## src/rtl/limit_switch_actuator_cycler_defines.svh

```systemverilog
// Assertion macros for the actuator cycler.
// Both expect signals named clk and rst in the asserting scope.
`ifndef LIMIT_SWITCH_ACTUATOR_CYCLER_DEFINES_SVH
`define LIMIT_SWITCH_ACTUATOR_CYCLER_DEFINES_SVH

// Antecedent implies consequent in the same cycle; the consequent may carry a delay.
`define LSAC_ASSERT_IMPLIES(label, ante, cons, msg) \
  label: assert property (@(posedge clk) disable iff (rst) (ante) |-> (cons)) \
    else $error(msg);

// Condition never holds outside reset.
`define LSAC_ASSERT_NEVER(label, cond, msg) \
  label: assert property (@(posedge clk) disable iff (rst) !(cond)) \
    else $error(msg);

`endif

```

## src/rtl/lsac_pkg.sv

```systemverilog
package lsac_pkg;

  // Channel count and field widths
  localparam int NUM_CHANNELS = 5;
  localparam int CH_W         = 3;
  localparam int CFG_W        = 22;
  localparam int CFG_IDX_W    = 3;

  // Configuration register indexes
  localparam logic [CFG_IDX_W-1:0] REG_QUALIFY_TICKS       = 3'd0;
  localparam logic [CFG_IDX_W-1:0] REG_RUN_TIMEOUT_TICKS   = 3'd1;
  localparam logic [CFG_IDX_W-1:0] REG_REST_TICKS          = 3'd2;
  localparam logic [CFG_IDX_W-1:0] REG_RETRY_LIMIT         = 3'd3;
  localparam logic [CFG_IDX_W-1:0] REG_LOCKOUT_CLEAR_TICKS = 3'd4;
  localparam logic [CFG_IDX_W-1:0] REG_STROKES_PER_TRIGGER = 3'd5;

  // Register reset values
  localparam logic [15:0] QUALIFY_TICKS_RST       = 16'd100;
  localparam logic [15:0] RUN_TIMEOUT_TICKS_RST   = 16'd30000;
  localparam logic [15:0] REST_TICKS_RST          = 16'd15000;
  localparam logic [7:0]  RETRY_LIMIT_RST         = 8'd3;
  localparam logic [21:0] LOCKOUT_CLEAR_TICKS_RST = 22'd3600000;
  localparam logic [7:0]  STROKES_PER_TRIGGER_RST = 8'd2;

  // Flag and pin bit positions
  localparam int FLG_SW_UP  = 0;
  localparam int FLG_SW_DN  = 1;
  localparam int FLG_DIR_UP = 2;
  localparam int FLG_DIR_DN = 3;
  localparam int PIN_UP     = 0;
  localparam int PIN_DN     = 1;
  localparam int PIN_TRIG   = 2;

  typedef struct packed {
    logic [CH_W-1:0] channel;
    logic            upper_switch_raw;
    logic            lower_switch_raw;
    logic            up_pin_readback;
    logic            down_pin_readback;
  } tick_word_t;

  typedef struct packed {
    logic [CH_W-1:0] channel_out;
    logic            drive_up;
    logic            drive_down;
    logic            trigger_level;
    logic            motion_enabled;
    logic            locked_out;
  } result_word_t;

  // One channel's record in the state memory
  typedef struct packed {
    logic [15:0] switch_qualify_count;
    logic [15:0] direction_qualify_count;
    logic [3:0]  qualified_flags;
    logic        in_motion;
    logic        wanted_direction;
    logic [16:0] run_timer;
    logic [15:0] rest_timer;
    logic [7:0]  retry_count;
    logic [21:0] lockout_timer;
    logic [7:0]  stroke_count;
    logic [2:0]  pin_levels;
  } chan_state_t;

  typedef struct packed {
    logic [15:0] cnt;
    logic        flag;
  } qual_t;

endpackage

```

## src/rtl/limit_switch_actuator_cycler.sv

```systemverilog
// Limit-switch actuator cycler. Each word on tick_word is one millisecond tick
// for one actuator channel; it is taken at a clock edge where start is high and
// busy is low, and a new tick may follow in every cycle. Exactly one result
// word comes back per tick, in order, with done high for one cycle once the
// tick passes the s1 stage and output registers; the receiver cannot stall it. Per-channel
// state lives in one synchronous memory: the tick reads its channel's record
// in the accept cycle and writes the updated record back in the next, and a
// tick for the channel updated in the cycle before takes the record from the
// write-back path instead of the memory. Ticks for channels beyond the last one
// change nothing and return zero drive levels. busy is high only in the cycle
// after reset, while the per-channel valid bits come up cleared. Configuration
// writes take effect at once and are to be made while no tick is in flight.
`include "limit_switch_actuator_cycler_defines.svh"

module limit_switch_actuator_cycler
  import lsac_pkg::*;
(
  input  logic                 clk,
  input  logic                 rst,
  input  logic                 start,
  output logic                 busy,
  input  tick_word_t           tick_word,
  output logic                 done,
  output result_word_t         result_word,
  input  logic                 cfg_we,
  input  logic [CFG_IDX_W-1:0] cfg_index,
  input  logic [CFG_W-1:0]     cfg_data
);

  localparam logic [CH_W:0] NUM_CH_EXT = (CH_W + 1)'(NUM_CHANNELS);

  // Configuration registers
  logic [15:0] qualify_ticks;
  logic [15:0] run_timeout_ticks;
  logic [15:0] rest_ticks;
  logic [7:0]  retry_limit;
  logic [21:0] lockout_clear_ticks;
  logic [7:0]  strokes_per_trigger;

  // State memory and its valid bits
  chan_state_t             mem [NUM_CHANNELS];
  logic [NUM_CHANNELS-1:0] vld;
  chan_state_t             rd_data;

  // Update stage
  logic        accept;
  logic        in_range;
  logic        s1_valid;
  tick_word_t  s1_word;
  logic        s1_in_range;
  logic        s1_hit;
  logic        s1_rvalid;
  chan_state_t s1_fwd;
  chan_state_t cur;
  chan_state_t st_next;
  logic        wr_en;
  result_word_t res_next;

  function automatic qual_t qual_step(input logic [15:0] cnt, input logic flag,
                                      input logic lvl, input logic [15:0] qt);
    qual_t r;
    r.cnt  = cnt;
    r.flag = flag;
    if (lvl) begin
      r.cnt = cnt + 16'd1;
      if (r.cnt >= qt || r.cnt == 16'd0) begin
        r.cnt  = 16'd0;
        r.flag = 1'b1;
      end
    end else begin
      r.flag = 1'b0;
    end
    return r;
  endfunction

  assign accept   = start && !busy;
  assign in_range = {1'b0, tick_word.channel} < NUM_CH_EXT;

  // Write configuration registers
  always_ff @(posedge clk) begin
    if (rst) begin
      qualify_ticks       <= QUALIFY_TICKS_RST;
      run_timeout_ticks   <= RUN_TIMEOUT_TICKS_RST;
      rest_ticks          <= REST_TICKS_RST;
      retry_limit         <= RETRY_LIMIT_RST;
      lockout_clear_ticks <= LOCKOUT_CLEAR_TICKS_RST;
      strokes_per_trigger <= STROKES_PER_TRIGGER_RST;
    end else if (cfg_we) begin
      case (cfg_index)
        REG_QUALIFY_TICKS:       qualify_ticks       <= cfg_data[15:0];
        REG_RUN_TIMEOUT_TICKS:   run_timeout_ticks   <= cfg_data[15:0];
        REG_REST_TICKS:          rest_ticks          <= cfg_data[15:0];
        REG_RETRY_LIMIT:         retry_limit         <= cfg_data[7:0];
        REG_LOCKOUT_CLEAR_TICKS: lockout_clear_ticks <= cfg_data[21:0];
        REG_STROKES_PER_TRIGGER: strokes_per_trigger <= cfg_data[7:0];
        default: ;
      endcase
    end
  end

  // Memory: write back the updated record, read the next tick's record
  always_ff @(posedge clk) begin
    if (wr_en) begin
      mem[s1_word.channel] <= st_next;
    end
    if (accept && in_range) begin
      rd_data <= mem[tick_word.channel];
    end
  end

  // Control: valid bits, stage valid, forwarding select, result strobe
  always_ff @(posedge clk) begin
    if (rst) begin
      busy      <= 1'b1;
      vld       <= '0;
      s1_valid  <= 1'b0;
      s1_hit    <= 1'b0;
      s1_rvalid <= 1'b0;
      done      <= 1'b0;
    end else begin
      busy     <= 1'b0;
      s1_valid <= accept;
      done     <= s1_valid;
      if (wr_en) begin
        vld[s1_word.channel] <= 1'b1;
      end
      if (accept) begin
        s1_hit    <= wr_en && (s1_word.channel == tick_word.channel);
        s1_rvalid <= in_range && vld[tick_word.channel];
      end
    end
  end

  // Payload of the update stage
  always_ff @(posedge clk) begin
    if (accept) begin
      s1_word     <= tick_word;
      s1_in_range <= in_range;
      s1_fwd      <= st_next;
    end
    result_word <= res_next;
  end

  assign wr_en = s1_valid && s1_in_range;

  // Update one channel's record for this tick
  always_comb begin
    qual_t       q;
    logic        sup;
    logic        sdn;
    logic        dup;
    logic        ddn;
    logic        motion;
    logic [16:0] run_inc;

    cur     = s1_hit ? s1_fwd : (s1_rvalid ? rd_data : '0);
    st_next = cur;

    // Qualify switches on their shared counter, upper first
    q = qual_step(cur.switch_qualify_count, cur.qualified_flags[FLG_SW_UP],
                  s1_word.upper_switch_raw, qualify_ticks);
    st_next.qualified_flags[FLG_SW_UP] = q.flag;
    q = qual_step(q.cnt, cur.qualified_flags[FLG_SW_DN],
                  s1_word.lower_switch_raw, qualify_ticks);
    st_next.qualified_flags[FLG_SW_DN] = q.flag;
    st_next.switch_qualify_count = q.cnt;

    // Qualify direction readbacks, up first
    q = qual_step(cur.direction_qualify_count, cur.qualified_flags[FLG_DIR_UP],
                  s1_word.up_pin_readback, qualify_ticks);
    st_next.qualified_flags[FLG_DIR_UP] = q.flag;
    q = qual_step(q.cnt, cur.qualified_flags[FLG_DIR_DN],
                  s1_word.down_pin_readback, qualify_ticks);
    st_next.qualified_flags[FLG_DIR_DN] = q.flag;
    st_next.direction_qualify_count = q.cnt;

    sup = st_next.qualified_flags[FLG_SW_UP];
    sdn = st_next.qualified_flags[FLG_SW_DN];
    dup = st_next.qualified_flags[FLG_DIR_UP];
    ddn = st_next.qualified_flags[FLG_DIR_DN];

    motion  = cur.in_motion;
    run_inc = '0;

    // Stop at the limit in the direction of travel
    if (motion && ((dup && !ddn && sup) || (ddn && !dup && sdn))) begin
      st_next.rest_timer   = rest_ticks;
      st_next.run_timer    = '0;
      motion               = 1'b0;
      st_next.stroke_count = st_next.stroke_count + 8'd1;
    end

    // Abort on run timeout, reverse and count a retry
    if (motion && (dup || ddn)) begin
      run_inc           = st_next.run_timer + 17'd1;
      st_next.run_timer = run_inc;
      if (run_inc > {1'b0, run_timeout_ticks}) begin
        motion               = 1'b0;
        st_next.rest_timer   = rest_ticks;
        st_next.run_timer    = '0;
        st_next.stroke_count = '0;
        if (st_next.retry_count != 8'hFF) begin
          st_next.retry_count = st_next.retry_count + 8'd1;
        end
        if (dup && !ddn) begin
          st_next.wanted_direction = 1'b1;
        end
        if (ddn && !dup) begin
          st_next.wanted_direction = 1'b0;
        end
      end
    end

    // Rest or lockout while stopped
    if (!motion) begin
      st_next.pin_levels[PIN_UP] = 1'b0;
      st_next.pin_levels[PIN_DN] = 1'b0;
      st_next.run_timer          = '0;
      if (st_next.retry_count <= retry_limit) begin
        if (st_next.rest_timer != 16'd0) begin
          st_next.rest_timer = st_next.rest_timer - 16'd1;
          if (sdn) begin
            st_next.wanted_direction = 1'b0;
          end else if (sup) begin
            st_next.wanted_direction = 1'b1;
          end
        end
        if (st_next.rest_timer <= 16'd1) begin
          motion = 1'b1;
        end
      end else begin
        st_next.lockout_timer = st_next.lockout_timer + 22'd1;
        if (st_next.lockout_timer >= lockout_clear_ticks) begin
          st_next.retry_count   = '0;
          st_next.lockout_timer = '0;
        end
      end
    end

    // Drive the pins for a move
    if (motion) begin
      if (st_next.wanted_direction && !ddn) begin
        if (st_next.stroke_count == strokes_per_trigger) begin
          st_next.pin_levels[PIN_TRIG] = 1'b1;
          st_next.retry_count          = '0;
        end
        st_next.pin_levels[PIN_DN] = 1'b1;
        st_next.run_timer          = '0;
        st_next.stroke_count       = '0;
      end else if (!st_next.wanted_direction && !dup) begin
        st_next.pin_levels[PIN_TRIG] = 1'b0;
        st_next.pin_levels[PIN_UP]   = 1'b1;
        st_next.run_timer            = '0;
      end
    end

    st_next.in_motion = motion;

    // Form the result word
    res_next.channel_out = s1_word.channel;
    if (s1_in_range) begin
      res_next.drive_up       = st_next.pin_levels[PIN_UP];
      res_next.drive_down     = st_next.pin_levels[PIN_DN];
      res_next.trigger_level  = st_next.pin_levels[PIN_TRIG];
      res_next.motion_enabled = motion;
      res_next.locked_out     = st_next.retry_count > retry_limit;
    end else begin
      res_next.drive_up       = 1'b0;
      res_next.drive_down     = 1'b0;
      res_next.trigger_level  = 1'b0;
      res_next.motion_enabled = 1'b0;
      res_next.locked_out     = 1'b0;
    end
  end

  // Every taken tick returns its word, with done, after the s1 stage and output registers
  `LSAC_ASSERT_IMPLIES(a_tick_returns, start && !busy, ##2 done, "tick without result word")
  // Both direction pins are never driven at once
  `LSAC_ASSERT_NEVER(a_one_direction, done && result_word.drive_up && result_word.drive_down, "both direction pins driven")
  // A tick for a missing channel returns all drive levels low
  `LSAC_ASSERT_IMPLIES(a_missing_channel_quiet, done && ({1'b0, result_word.channel_out} >= NUM_CH_EXT), !result_word.drive_up && !result_word.drive_down && !result_word.trigger_level && !result_word.motion_enabled && !result_word.locked_out, "missing channel returned levels")

endmodule
```

## config.mk

```make
export PLATFORM = sky130hd
export DESIGN_NAME = limit_switch_actuator_cycler
export DESIGN_NICKNAME = d
export VERILOG_FILES = /design/src/rtl/lsac_pkg.sv /design/src/rtl/limit_switch_actuator_cycler.sv
export VERILOG_INCLUDE_DIRS = /design/src /design/src/rtl
export SDC_FILE = /design/constraint.sdc
export NUM_CORES = 1
export LEC_CHECK = 0
export ABC_AREA = 0
export BUFFER_PORTS_ARGS = -buffer_cell sky130_fd_sc_hd__buf_2
export CORE_MARGIN = 2
export CORE_UTILIZATION = 35
export CTS_BUF_LIST = sky130_fd_sc_hd__clkbuf_8 sky130_fd_sc_hd__clkbuf_16
export CTS_CLUSTER_DIAMETER = 150
export DETAILED_ROUTE_END_ITERATION = 12
export GPL_TIMING_DRIVEN = 0
export PLACE_DENSITY = 0.51
export SYNTH_ARGS = -nofsm -noshare
export SYNTH_HDL_FRONTEND = slang
export SYNTH_SLANG_ARGS = --single-unit
```

## constraint.sdc

```tcl
create_clock -name clk -period 16.1 [get_ports clk]
set_input_delay 0.805 -clock clk [delete_from_list [all_inputs] [get_ports clk]]
set_output_delay 0.805 -clock clk [all_outputs]
set_load 0.01 [all_outputs]
```

==> results.md <==
- Total CTS buffers: 98
- Power per cell area: 100 nW/um^2
- Antenna violations before repair: 4
- Placer congestion estimate: 0.895
- Critical path buffer and inverter count: 16
- Critical path class: flop to flop
- I/O Pins: 46
- Worst path max stage delay: 0.93 ns
- Reg2Reg Depth: 53
- Layout cell share with drive strength beyond 1: 0.218
- Root buffer cell: clkbuf_16
- DRC viols: 0
- Worst setup SP type: flop
- Critical path peak fanout: 10
- Reg2Reg Capture Point: result_word[0]$_SDFF_PN0_
- Top cell type's share of synthesized area: 0.552
- Yosys top cell by area: edfxtp_1
- Starting DRT DRC Count: 2310
- Endpoint class of the critical path: flop
- Max Slew Vio Count: 0
- Worst-path clk slew: 0.06 ns
- Cell area after layout: 50800 um^2
- # diodes: 0
- CP required: 16.67 ns
- Outcome: finished clean
- Die area: 126000 um^2
- Async SR Flop Fraction: 0
- Total global routing track utilization: 0.194
- YS warnings: 0
- Final Skew: 0.0540 ns
- Worst IR Drop VDD: 0.0856 mV
- Mapped Cells: 3222
- EDFF count, synth: 792
- Routed wire per std cell: 23.7 um
- Placed cell count: 4979
- Placeable Area: 122000 um^2
- DR vias/cell: 5.41
- Yosys reg bits: 896
- CP max stage cell: clkdlybuf4s15_1
- Top FF cell, synth: edfxtp_1
- CTS Hold Buffers Added: 0
- Fin Hold WS: 0.279 ns
- Vias in the first global route: 28000
- R2r setup slk: 0.60 ns
- Slew at the pin closest to its max-slew limit: 1.23 ns
- Via count: 28300
- Pin count of the biggest net entering global routing: 67
- Top cell family by delay on the critical path: buffers and inverters
- Initial Util: 0.353
- P_leak: 17.4 nW
- Die width: 355 um
- Clk sink count: 896
- First-pass GRT wire length: 183000 um
- H-tree depth: 3
- Hold Crit Class: input pin to flop
- Synth top area cells: edfxtp_1, mux4_2, dfxtp_1, ha_1, mux2_2
- Critical path origin: s1_rvalid$_SDFFE_PP0P_
- Crit path capture: result_word[0]$_SDFF_PN0_
- Worst EP arrival: 16.07 ns
- # port buffers: 45
- Commonest non-fill, non-tap cell in the layout: edfxtp_1
- Nets: 3687
- Fmax: 64.5 MHz
- Final Critical Period: 15.50 ns
- WP depth: 53
- CP most frequent cell: clkbuf_1
- Dpl cell area: 46300 um^2
- Seq/Total Area, Yosys: 0.601
- Final-report setup violation count: 0
- Post-DP HPWL: 88700 um
- Drt first pass iters: 6
- Final period util: 0.963
- Clock Latency Late Sink: 0.72 ns
- GR Overflow Total: 0
- Max Buffers Root-to-Sink: 3
- Reg2reg start: s1_rvalid$_SDFFE_PP0P_
- Total routed wirelength: 124000 um
- Area growth, synth to finish: 18.0%
- Final Non-Filler Cells: 5227
- Max Cap Viol: 0
- CTS tree: yes
- Setup TNS: 0 ns
- Avg Cell Area, Syn: 13.4 um^2
- Commonest cells after routing, fill and taps aside: edfxtp_1, nand2_1, nor2_1
- Max-slew headroom: 0.183
- Antenna viol nets, final: 0
- Final Hold Fails: 0
- Die Ht: 355 um
- Yosys cell types: 115
- Cell Area, Synth: 43100 um^2
- Site row count: 128
-- worst reg2reg max path: cells and delay by family (launching register included) --
family	cells	cell delay [ns]
xor gates and xnor gates	1	0.23
muxes	1	0.18
DFF	1	0.36
buffers and inverters	16	8.04
adders and majority gates	3	0.77
and+or+nand+nor	11	2.02
AOI/OAI and AO/OA	21	3.75
-- cells by family (layout without fill, tap and decap cells) --
logic type / count (synthesis) / after routing / share of synthesized area
buffers and inverters: 251 / 625 / 0.0251
AND/OR/NAND/NOR: 916 / 916 / 0.106
AO/OA/AOI/OAI: 634 / 635 / 0.105
multiplexers: 268 / 268 / 0.0989
XOR/XNOR: 125 / 125 / 0.0261
other: 1 / 6 / 0.0000871
flip-flops: 896 / 896 / 0.601
adder cells (fa/ha/maj): 131 / 131 / 0.0381
-- registers in the layout, summed over array words and instances, names as in the netlist --
register	flops
s1_hit	1
strokes_per_trigger	8
run_timeout_ticks	16
busy	1
mem	560
lockout_clear_ticks	22
retry_limit	8
vld	5
result_word	8
s1_rvalid	1
rd_data	112
s1_word	4
s1_in_range	1
res_next	3
qualify_ticks	16
done	1
rest_ticks	16
s1_fwd	112
s1_valid	1
-- timing repair --
| item | CTS | global route |
|---|---|---|
| pin swaps | 19 | 40 |
| cloned | 0 | 2 |
| buffers inserted | 24 | 44 |
| setup endpoints to repair | 455 | 395 |
| resized for setup | 82 | 74 |
-- synthesized netlist by cell type, types with 17 or more instances --
| cell | count |
|---|---|
| buf_1 | 29 |
| o22ai_1 | 24 |
| nand3b_1 | 39 |
| o21ai_0 | 84 |
| nor2b_1 | 27 |
| dfxtp_1 | 104 |
| edfxtp_1 | 792 |
| mux4_2 | 113 |
| xor2_1 | 44 |
| nor3_1 | 44 |
| nor2_1 | 176 |
| a22o_1 | 32 |
| ha_1 | 131 |
| xnor2_1 | 78 |
| a22oi_1 | 80 |
| nand3_1 | 70 |
| o21a_1 | 24 |
| clkbuf_1 | 84 |
| buf_2 | 19 |
| mux2_2 | 125 |
| and2_1 | 24 |
| a21oi_1 | 156 |
| or3_1 | 31 |
| a21o_1 | 38 |
| and3_1 | 26 |
| inv_1 | 98 |
| nor4_1 | 18 |
| a31oi_1 | 17 |
| nand2b_1 | 31 |
| nand4_1 | 30 |
| mux2i_1 | 28 |
| nand2_1 | 323 |
-- area by class of cell --
type                       instances  area, um^2
buffer                           146         747
clock buffer                     104        2550
clock inverter                    78         817
fill                           11200       71100
inverter                         101         393
multi-input combinational       2081       16700
sequential                       896       25900
tap                             1625        2030
timing repair buffer             196        1650
-- per-layer routing --
layer / routed length, um / GRT usage / vias to the layer above
met5: 51 / 0 / -
met4: 2820 / 0.0522 / 8
met3: 6150 / 0.0276 / 172
met2: 58400 / 0.317 / 725
met1: 56400 / 0.271 / 14300
li1: - / - / 13100
-- where the power goes --
part	switching, mW	total [mW]	internal [mW]
sequential	0.0177	2.56	2.54
clock	0.970	2.33	1.36
combinational	0.125	0.199	0.0738
total	1.11	5.09	3.98
-- how the worst min path moves through the flow --
stage / end / startpoint / cells after the start
finish: res_next[6]$_DFFE_PP_ / tick_word[5] / 1
global route: res_next[6]$_DFFE_PP_ / tick_word[5] / 1
floorplan: vld[4]$_SDFFE_PP0P_ / vld[4]$_SDFFE_PP0P_ / 2
CTS: res_next[6]$_DFFE_PP_ / tick_word[5] / 1
detailed placement: retry_limit[3]$_SDFFE_PP0P_ / retry_limit[3]$_SDFFE_PP0P_ / 2
global placement: retry_limit[3]$_SDFFE_PP0P_ / retry_limit[3]$_SDFFE_PP0P_ / 2
-- through the flow --
| step | setup WS, ns | util | power, mW |
|---|---|---|---|
| 5_1_grt | -0.0548 | 0.417 | 5.25 |
| 3_3_place_gp | -8.66 | 0.372 | 2.81 |
| 4_1_cts | 0.00834 | 0.411 | 5.14 |
| 6_report | 0.598 | 0.417 | 5.09 |
| 2_1_floorplan | 0.257 | - | 2.73 |
| 3_5_place_dp | -4.16 | 0.380 | 2.80 |
(Power assumes the default switching activity.)
